### config.mk
export PLATFORM = sky130hd
export DESIGN_NAME = ip_range_match_table_top
export DESIGN_NICKNAME = d
export VERILOG_FILES = /design/src/irmt_pkg.sv /design/src/irmt_ctrl.sv /design/src/irmt_datapath.sv /design/src/ip_range_match_table_top.sv
export VERILOG_INCLUDE_DIRS = /design/src /design/src/src
export SDC_FILE = /design/constraint.sdc
export NUM_CORES = 2
export LEC_CHECK = 0
export CAP_MARGIN = 20
export CORE_MARGIN = 8
export CORE_UTILIZATION = 47
export DETAILED_ROUTE_END_ITERATION = 16
export DONT_BUFFER_PORTS = 1
export PLACE_DENSITY = 0.58
export RECOVER_POWER = 50
export SYNTH_ARGS = -nofsm -noshare
export SYNTH_HDL_FRONTEND = slang
export SYNTH_SLANG_ARGS = --single-unit
export TNS_END_PERCENT = 5
### constraint.sdc
create_clock -name clk -period 8.8 [get_ports clk]
set_input_delay 0.88 -clock clk [delete_from_list [all_inputs] [get_ports clk]]
set_output_delay 0.88 -clock clk [all_outputs]
set_load 0.03 [all_outputs]
### src/ip_range_match_table_top_macros.svh
// Assertion macros of the range match table top level.
`ifndef IP_RANGE_MATCH_TABLE_TOP_MACROS_SVH
`define IP_RANGE_MATCH_TABLE_TOP_MACROS_SVH

// Same-cycle implication, checked on every rising edge outside reset.
`define IRMT_ASSERT_NOW(label, pre, post) \
  label: assert property (@(posedge clk) disable iff (rst) (pre) |-> (post)) \
    else $error("irmt check failed");

// Next-cycle implication, checked on every rising edge outside reset.
`define IRMT_ASSERT_NEXT(label, pre, post) \
  label: assert property (@(posedge clk) disable iff (rst) (pre) |=> (post)) \
    else $error("irmt check failed");

`endif

### src/irmt_pkg.sv
// Types, codes and helpers of the address range match table.
package irmt_pkg;

  localparam int MAX_ENTRIES_DEF = 32;
  localparam logic [1:0] DEPTH_RESET = 2'd2;
  localparam logic [1:0] DEPTH_DEEP = 2'd3;
  localparam logic [1:0] LEVEL_LAST = 2'd3;

  typedef enum logic [1:0] {
    ST_INSERTED = 2'd0,
    ST_FULL     = 2'd1,
    ST_MATCH    = 2'd2,
    ST_NOMATCH  = 2'd3
  } status_t;

  typedef enum logic [0:0] {
    MODE_INSERT = 1'b0,
    MODE_LOOKUP = 1'b1
  } mode_t;

  typedef enum logic [2:0] {
    S_IDLE,
    S_EXEC,
    S_SCAN,
    S_DRAIN,
    S_FINISH
  } state_t;

  typedef struct packed {
    logic [0:0]  mode;
    logic [31:0] range_low;
    logic [31:0] range_high;
    logic [15:0] entry_tag;
    logic [31:0] lookup_addr;
  } in_item_t;

  typedef struct packed {
    status_t     status;
    logic [15:0] match_tag;
    logic        last;
  } out_item_t;

  typedef struct packed {
    logic [31:0] start_addr;
    logic [31:0] end_addr;
    logic [15:0] tag;
    logic [1:0]  level;
  } entry_t;

  // Controller to datapath
  typedef struct packed {
    logic load;
    logic insert;
    logic scan_step;
    logic finish;
  } cmd_t;

  // Datapath to controller
  typedef struct packed {
    logic is_lookup;
    logic empty;
    logic scan_last;
  } stat_t;

  // Index of the first differing byte from the top, capped at the depth.
  function automatic logic [1:0] level_of(input logic [31:0] lo, input logic [31:0] hi,
                                          input logic deep);
    logic [1:0] lvl;
    if (lo[31:24] != hi[31:24]) begin
      lvl = 2'd0;
    end else if (lo[23:16] != hi[23:16]) begin
      lvl = 2'd1;
    end else if (!deep || (lo[15:8] != hi[15:8])) begin
      lvl = 2'd2;
    end else begin
      lvl = 2'd3;
    end
    return lvl;
  endfunction

endpackage

### src/irmt_ctrl.sv
// Sequencer for insert and lookup items of the range match table.
module irmt_ctrl (
  input  logic           clk,
  input  logic           rst,
  input  logic           start,
  output logic           busy,
  input  irmt_pkg::stat_t stat,
  output irmt_pkg::cmd_t  cmd
);

  irmt_pkg::state_t state, state_next;

  // State register
  always_ff @(posedge clk) begin
    if (rst) begin
      state <= irmt_pkg::S_IDLE;
    end else begin
      state <= state_next;
    end
  end

  // Next state
  always_comb begin
    state_next = state;
    unique case (state)
      irmt_pkg::S_IDLE: begin
        if (start) state_next = irmt_pkg::S_EXEC;
      end
      irmt_pkg::S_EXEC: begin
        if (!stat.is_lookup) state_next = irmt_pkg::S_IDLE;
        else if (stat.empty) state_next = irmt_pkg::S_DRAIN;
        else state_next = irmt_pkg::S_SCAN;
      end
      irmt_pkg::S_SCAN: begin
        if (stat.scan_last) state_next = irmt_pkg::S_DRAIN;
      end
      irmt_pkg::S_DRAIN: begin
        state_next = irmt_pkg::S_FINISH;
      end
      irmt_pkg::S_FINISH: begin
        state_next = irmt_pkg::S_IDLE;
      end
      default: state_next = irmt_pkg::S_IDLE;
    endcase
  end

  // Outputs
  always_comb begin
    busy          = (state != irmt_pkg::S_IDLE);
    cmd.load      = 1'b0;
    cmd.insert    = 1'b0;
    cmd.scan_step = 1'b0;
    cmd.finish    = 1'b0;
    unique case (state)
      irmt_pkg::S_IDLE:   cmd.load = start;
      irmt_pkg::S_EXEC:   cmd.insert = !stat.is_lookup;
      irmt_pkg::S_SCAN:   cmd.scan_step = 1'b1;
      irmt_pkg::S_DRAIN:  ;
      irmt_pkg::S_FINISH: cmd.finish = 1'b1;
      default: ;
    endcase
  end

endmodule

### src/irmt_datapath.sv
// Entry memory, scan counters, range compare and result register.
module irmt_datapath #(
  parameter int MAX_ENTRIES = irmt_pkg::MAX_ENTRIES_DEF
) (
  input  logic                clk,
  input  logic                rst,
  input  irmt_pkg::in_item_t  item,
  input  logic                cfg_we,
  input  logic [1:0]          cfg_data,
  input  irmt_pkg::cmd_t      cmd,
  output irmt_pkg::stat_t     stat,
  output logic                strobe,
  output irmt_pkg::out_item_t result
);

  localparam int IDX_W = (MAX_ENTRIES > 1) ? $clog2(MAX_ENTRIES) : 1;
  localparam int CNT_W = $clog2(MAX_ENTRIES + 1);
  localparam logic [CNT_W-1:0] CNT_MAX = CNT_W'(MAX_ENTRIES);
  localparam logic [CNT_W-1:0] CNT_ONE = CNT_W'(1);

  logic [1:0]             depth;
  logic [CNT_W-1:0]       count;
  irmt_pkg::in_item_t     cur;
  irmt_pkg::entry_t       mem [MAX_ENTRIES];
  irmt_pkg::entry_t       rd_data;
  logic                   rd_v;
  logic [1:0]             rd_lvl;
  logic [IDX_W-1:0]       cursor;
  logic [1:0]             lvl;
  logic                   pend_valid;
  logic [15:0]            pend_tag;
  logic                   full;
  logic                   level_end;
  logic                   hit;
  logic                   strobe_next;
  irmt_pkg::out_item_t    result_next;
  irmt_pkg::entry_t       wr_entry;

  assign full      = (count >= CNT_MAX);
  assign level_end = (CNT_W'(cursor) == (count - CNT_ONE));

  assign stat.is_lookup = (cur.mode == irmt_pkg::MODE_LOOKUP);
  assign stat.empty     = (count == '0);
  assign stat.scan_last = level_end && (lvl == irmt_pkg::LEVEL_LAST);

  // Entry built from the held insert item
  always_comb begin
    wr_entry.start_addr = cur.range_low;
    wr_entry.end_addr   = cur.range_high;
    wr_entry.tag        = cur.entry_tag;
    wr_entry.level      = irmt_pkg::level_of(cur.range_low, cur.range_high,
                                             depth == irmt_pkg::DEPTH_DEEP);
  end

  // Compare of the entry read last cycle against the lookup address
  assign hit = rd_v && (rd_data.level == rd_lvl) &&
               (cur.lookup_addr >= rd_data.start_addr) &&
               (cur.lookup_addr <= rd_data.end_addr);

  // Result selection: a match is held back one step so the final one gets last
  always_comb begin
    strobe_next           = 1'b0;
    result_next.status    = irmt_pkg::ST_NOMATCH;
    result_next.match_tag = 16'd0;
    result_next.last      = 1'b1;
    if (cmd.insert) begin
      strobe_next        = 1'b1;
      result_next.status = full ? irmt_pkg::ST_FULL : irmt_pkg::ST_INSERTED;
    end else if (cmd.finish) begin
      strobe_next = 1'b1;
      if (pend_valid) begin
        result_next.status    = irmt_pkg::ST_MATCH;
        result_next.match_tag = pend_tag;
      end
    end else if (hit && pend_valid) begin
      strobe_next           = 1'b1;
      result_next.status    = irmt_pkg::ST_MATCH;
      result_next.match_tag = pend_tag;
      result_next.last      = 1'b0;
    end
  end

  // Control registers
  always_ff @(posedge clk) begin
    if (rst) begin
      depth      <= irmt_pkg::DEPTH_RESET;
      count      <= '0;
      rd_v       <= 1'b0;
      cursor     <= '0;
      lvl        <= 2'd0;
      pend_valid <= 1'b0;
      strobe     <= 1'b0;
    end else begin
      if (cfg_we) depth <= cfg_data;
      strobe <= strobe_next;
      rd_v   <= cmd.scan_step && !stat.empty;
      if (cmd.insert && !full) count <= count + CNT_ONE;
      if (cmd.load) begin
        cursor     <= '0;
        lvl        <= 2'd0;
        pend_valid <= 1'b0;
      end else begin
        if (cmd.scan_step) begin
          if (level_end) begin
            cursor <= '0;
            lvl    <= lvl + 2'd1;
          end else begin
            cursor <= cursor + IDX_W'(1);
          end
        end
        if (hit) pend_valid <= 1'b1;
      end
    end
  end

  // Payload registers
  always_ff @(posedge clk) begin
    if (cmd.load) cur <= item;
    if (hit) pend_tag <= rd_data.tag;
    if (strobe_next) result <= result_next;
    rd_lvl <= lvl;
  end

  // Entry memory: one write port, one registered read port
  always_ff @(posedge clk) begin
    if (cmd.insert && !full) mem[count[IDX_W-1:0]] <= wr_entry;
    if (cmd.scan_step) rd_data <= mem[cursor];
  end

endmodule

### src/ip_range_match_table_top.sv
// Top level of the address range match table.
//
//  channel   direction  handshake                      payload
//  item      in         start & !busy                  irmt_pkg::in_item_t
//  result    out        strobe, one cycle, no stall    irmt_pkg::out_item_t
//  cfg       in         cfg_valid & cfg_ready          cfg_data (lookup depth)
//
// Insert: the start transfer loads the item and the exec state forms the registered result strobe.
// Lookup: the scan reads the entry memory once per stored entry for each of the four levels;
// an empty table skips the scan.
// Matches stream out while scanning; the final result strobes after the drain and finish states.
// Synchronous reset empties the table and sets the depth to 2; no clearing pass.
// Results cannot be held off; cfg_ready is always high.
module ip_range_match_table_top #(
  parameter int MAX_ENTRIES = irmt_pkg::MAX_ENTRIES_DEF
) (
  input  logic                clk,
  input  logic                rst,
  input  logic                start,
  output logic                busy,
  input  irmt_pkg::in_item_t  item,
  output logic                strobe,
  output irmt_pkg::out_item_t result,
  input  logic                cfg_valid,
  output logic                cfg_ready,
  input  logic [1:0]          cfg_data
);

`include "ip_range_match_table_top_macros.svh"

  irmt_pkg::cmd_t  cmd;
  irmt_pkg::stat_t stat;

  assign cfg_ready = 1'b1;

  irmt_ctrl u_ctrl (
    .clk   (clk),
    .rst   (rst),
    .start (start),
    .busy  (busy),
    .stat  (stat),
    .cmd   (cmd)
  );

  irmt_datapath #(
    .MAX_ENTRIES (MAX_ENTRIES)
  ) u_datapath (
    .clk      (clk),
    .rst      (rst),
    .item     (item),
    .cfg_we   (cfg_valid && cfg_ready),
    .cfg_data (cfg_data),
    .cmd      (cmd),
    .stat     (stat),
    .strobe   (strobe),
    .result   (result)
  );

  // An accepted item makes the block busy in the following cycle
  `IRMT_ASSERT_NEXT(a_start_busy, start && !busy, busy)
  // The finish step always delivers a final result
  `IRMT_ASSERT_NEXT(a_finish_last, cmd.finish, strobe && result.last)
  // Only matches can be followed by more results of the same item
  `IRMT_ASSERT_NOW(a_nonlast_match, strobe && !result.last,
                   result.status == irmt_pkg::ST_MATCH)
  // Insert outcomes are single results
  `IRMT_ASSERT_NOW(a_insert_single, strobe && (result.status == irmt_pkg::ST_INSERTED ||
                   result.status == irmt_pkg::ST_FULL), result.last && !busy)

endmodule

==> reports/metrics.cfg <==
[outcome]
run_status=finished with violations
violations=capacitance limit, slew limit

[floorplanning]
die_h_um=498
row_count=177
coreArea_um2=232000
fp.dieW_um=498
io_pins=141
initial_core_util=0.471
dieArea_um2=248000

[critical_path]
crit_start=u_ctrl.state[0]$_SDFFE_PP0P_
regToRegStartpoint=u_ctrl.state[0]$_SDFFE_PP0P_
critPathKind=flop to flop
worstPathRequired_ns=9.60
arrival_ns=7.01
start_kind=flop
cp-end-kind=flop
crit_fanout=40

[synth]
yosys_warnings=0
ys_seq_elements=2877
yosysTopAreaCell=edfxtp_1
syn_avg_cell_area_um2=24.8
synthDistinctLibCells=59
synth.yosys.seq_area_share=0.788
synth_edf_count=2854
netlist_top_cells_area=edfxtp_1 (78%), mux4_2 (17%), mux2_2 (0.84%)
synth_top_area_share=0.784
netlist_instances=4407
syn-num-nets=4597
synth.cell_area_um2=109000
ys_async_sr_fraction=0
ys.flop_type=edfxtp_1

[timing]
setup_viol=0
post-route-min-period_ns=6.22
rsz0062_at_grt=no
clock_skew_ns=0.0599
setup_tns_ns=0
relSlewSlack=-1.60
finalHoldViolCount=0
max_freq_ghz=0.161
worstMarginPinSlew_ns=3.91
finalCritPeriodShare=0.706
finalMaxSlewViolations=1259

[finish]
layout-drive-gt1-share=0.294
synthToLayoutAreaGrowth_pct=13.4
final_cell_mix=edfxtp_1 (2854), mux4_2 (820), clkbuf_16 (319), clkbuf_1 (117), buf_4 (100)
nets=4961
mostFrequentLayoutCell=edfxtp_1

[detailed_routing]
wl_per_cell_um=33.9
drt.antenna.violating_nets=0
drc=0
vias=48800
wirelength_um=272000
viasPerCell=6.08
first_pass_iters=7
drt_iter0_markers=5293

[clock_network]
root_buffer=clkbuf_16
ctsLongestPathBuffers=4
clk_pin_slew_ns=0.06
cts_buffers=311
clkLatencyLatePin_ns=0.94
cts_tree=done
htree_num_levels=5
numClockSinks=2877

[grt]
grt_pass1_vias=50500
grtUsageTotal=0.216
globalRoute.totalOverflow=0
grt_max_degree=150
grt_pass1_wl_um=386000
antenna_found_initial=38

[power_and_ir_drop]
power.total_uw=28800
ir_worst_vdd_mv=0.173
leakage_uw=0.0377
power_density_nw_per_um2=232

[place]
place_congestion=0.782
io_buffers=0
dp_hpwl_um=147000

[run]
max_cap_viol_count=39

[hold_path]
hold_class=input pin to flop
hold_start=item[63]

[registers in the layout (all words and copies together), names as in the netlist]
name / cells
u_ctrl.state: 3
u_datapath.count: 6
u_datapath.cur: 112
u_datapath.cursor: 5
u_datapath.depth: 2
u_datapath.lvl: 2
u_datapath.mem: 2624
u_datapath.pend_tag: 16
u_datapath.pend_valid: 1
u_datapath.rd_data: 82
u_datapath.rd_lvl: 2
u_datapath.rd_v: 1
u_datapath.result: 19
u_datapath.stat: 1
u_datapath.strobe: 1
[synth_stat cells, types with 4 or more instances]
| library cell | n |
|---|---|
| edfxtp_1 | 2854 |
| mux4_2 | 820 |
| clkbuf_1 | 129 |
| mux2_2 | 82 |
| ha_1 | 71 |
| inv_1 | 69 |
| nor2_1 | 60 |
| buf_2 | 55 |
| nand2_1 | 30 |
| a21oi_1 | 27 |
| dfxtp_1 | 23 |
| xnor2_1 | 23 |
| o21a_1 | 19 |
| buf_1 | 15 |
| nand4_1 | 15 |
| xor2_1 | 15 |
| nand3_1 | 10 |
| o21ai_0 | 10 |
| nor4_1 | 6 |
| a21o_1 | 5 |
| mux2i_1 | 5 |
| or3_1 | 5 |
| a221oi_1 | 4 |
| nand2b_1 | 4 |
| nand3b_1 | 4 |
| nor3_1 | 4 |
[critical path: stages, from the launching register on]
cell and delay [ns]:
dfxtp_1 0.38, nand2b_1 0.24, nor2_4 0.10, clkbuf_1 1.16, clkbuf_1 2.81, buf_4 0.90, nand4_1 0.20, xnor2_1 0.19
nor2_1 0.06
[through the flow]
stage           util  setup slack, ns  instances  hold WS, ns  area [µm²]
2_1_floorplan      -             2.23       4407        0.354      109000
3_3_place_gp   0.491             4.60       7404        0.379      114000
3_5_place_dp   0.491             4.63       7409        0.384      114000
4_1_cts        0.535             4.59       8001     0.000621      124000
5_1_grt        0.534             2.37       8025       0.0162      124000
6_report       0.534             2.58       8027       0.0683      124000
[cells by family after synthesis]
family | share of synthesized area
DFF | 0.788
muxes | 0.178
buffers and inverters | 0.0101
and+or+nand+nor | 0.00738
AOI/OAI and AO/OA | 0.00501
adders and majority gates | 0.00813
xor gates and xnor gates | 0.00305
other | 0.0000343
[per-layer routing]
metal	global-route usage	vias up	wire (µm)
li1	-	19700	-
met1	0.307	27000	115000
met2	0.362	1676	136000
met3	0.0295	410	14700
met4	0.0480	2	6050
met5	0	-	13
[where the power goes]
part | switching, µW | internal, µW | leakage [µW]
sequential | 161 | 15400 | 0.0260
clock | 5080 | 7130 | 0.00457
combinational | 637 | 374 | 0.00714
[final timing paths]
check / to / slack, ns / cells after the start
max reg2reg: u_datapath.cursor[3]$_SDFFE_PP0P_ / 2.58 / 8
max: u_datapath.cursor[3]$_SDFFE_PP0P_ / 2.58 / 8
min reg2reg: u_datapath.rd_lvl[0]$_DFF_P_ / 0.40 / 0
min: u_datapath.cur[63]$_DFFE_PP_ / 0.07 / 0
[final cells by class]
type                       count  area, µm²
multi-input combinational   1258      22300
sequential                  2877      86200
fill                       17300     108000
clock inverter               141       1130
inverter                      70        270
tap                         3043       3810
clock buffer                 374       8200
antenna                       11       27.5
timing repair buffer         253       2020
[what timing repair did]
action / 4_1_cts / 5_1_grt
setup buffers: 0 / 0
gates resized for setup: 0 / 0
hold buffers: 77 / 0
hold endpoints to repair: 84 / 0
No activity file was read; power rests on OpenSTA's default activity.
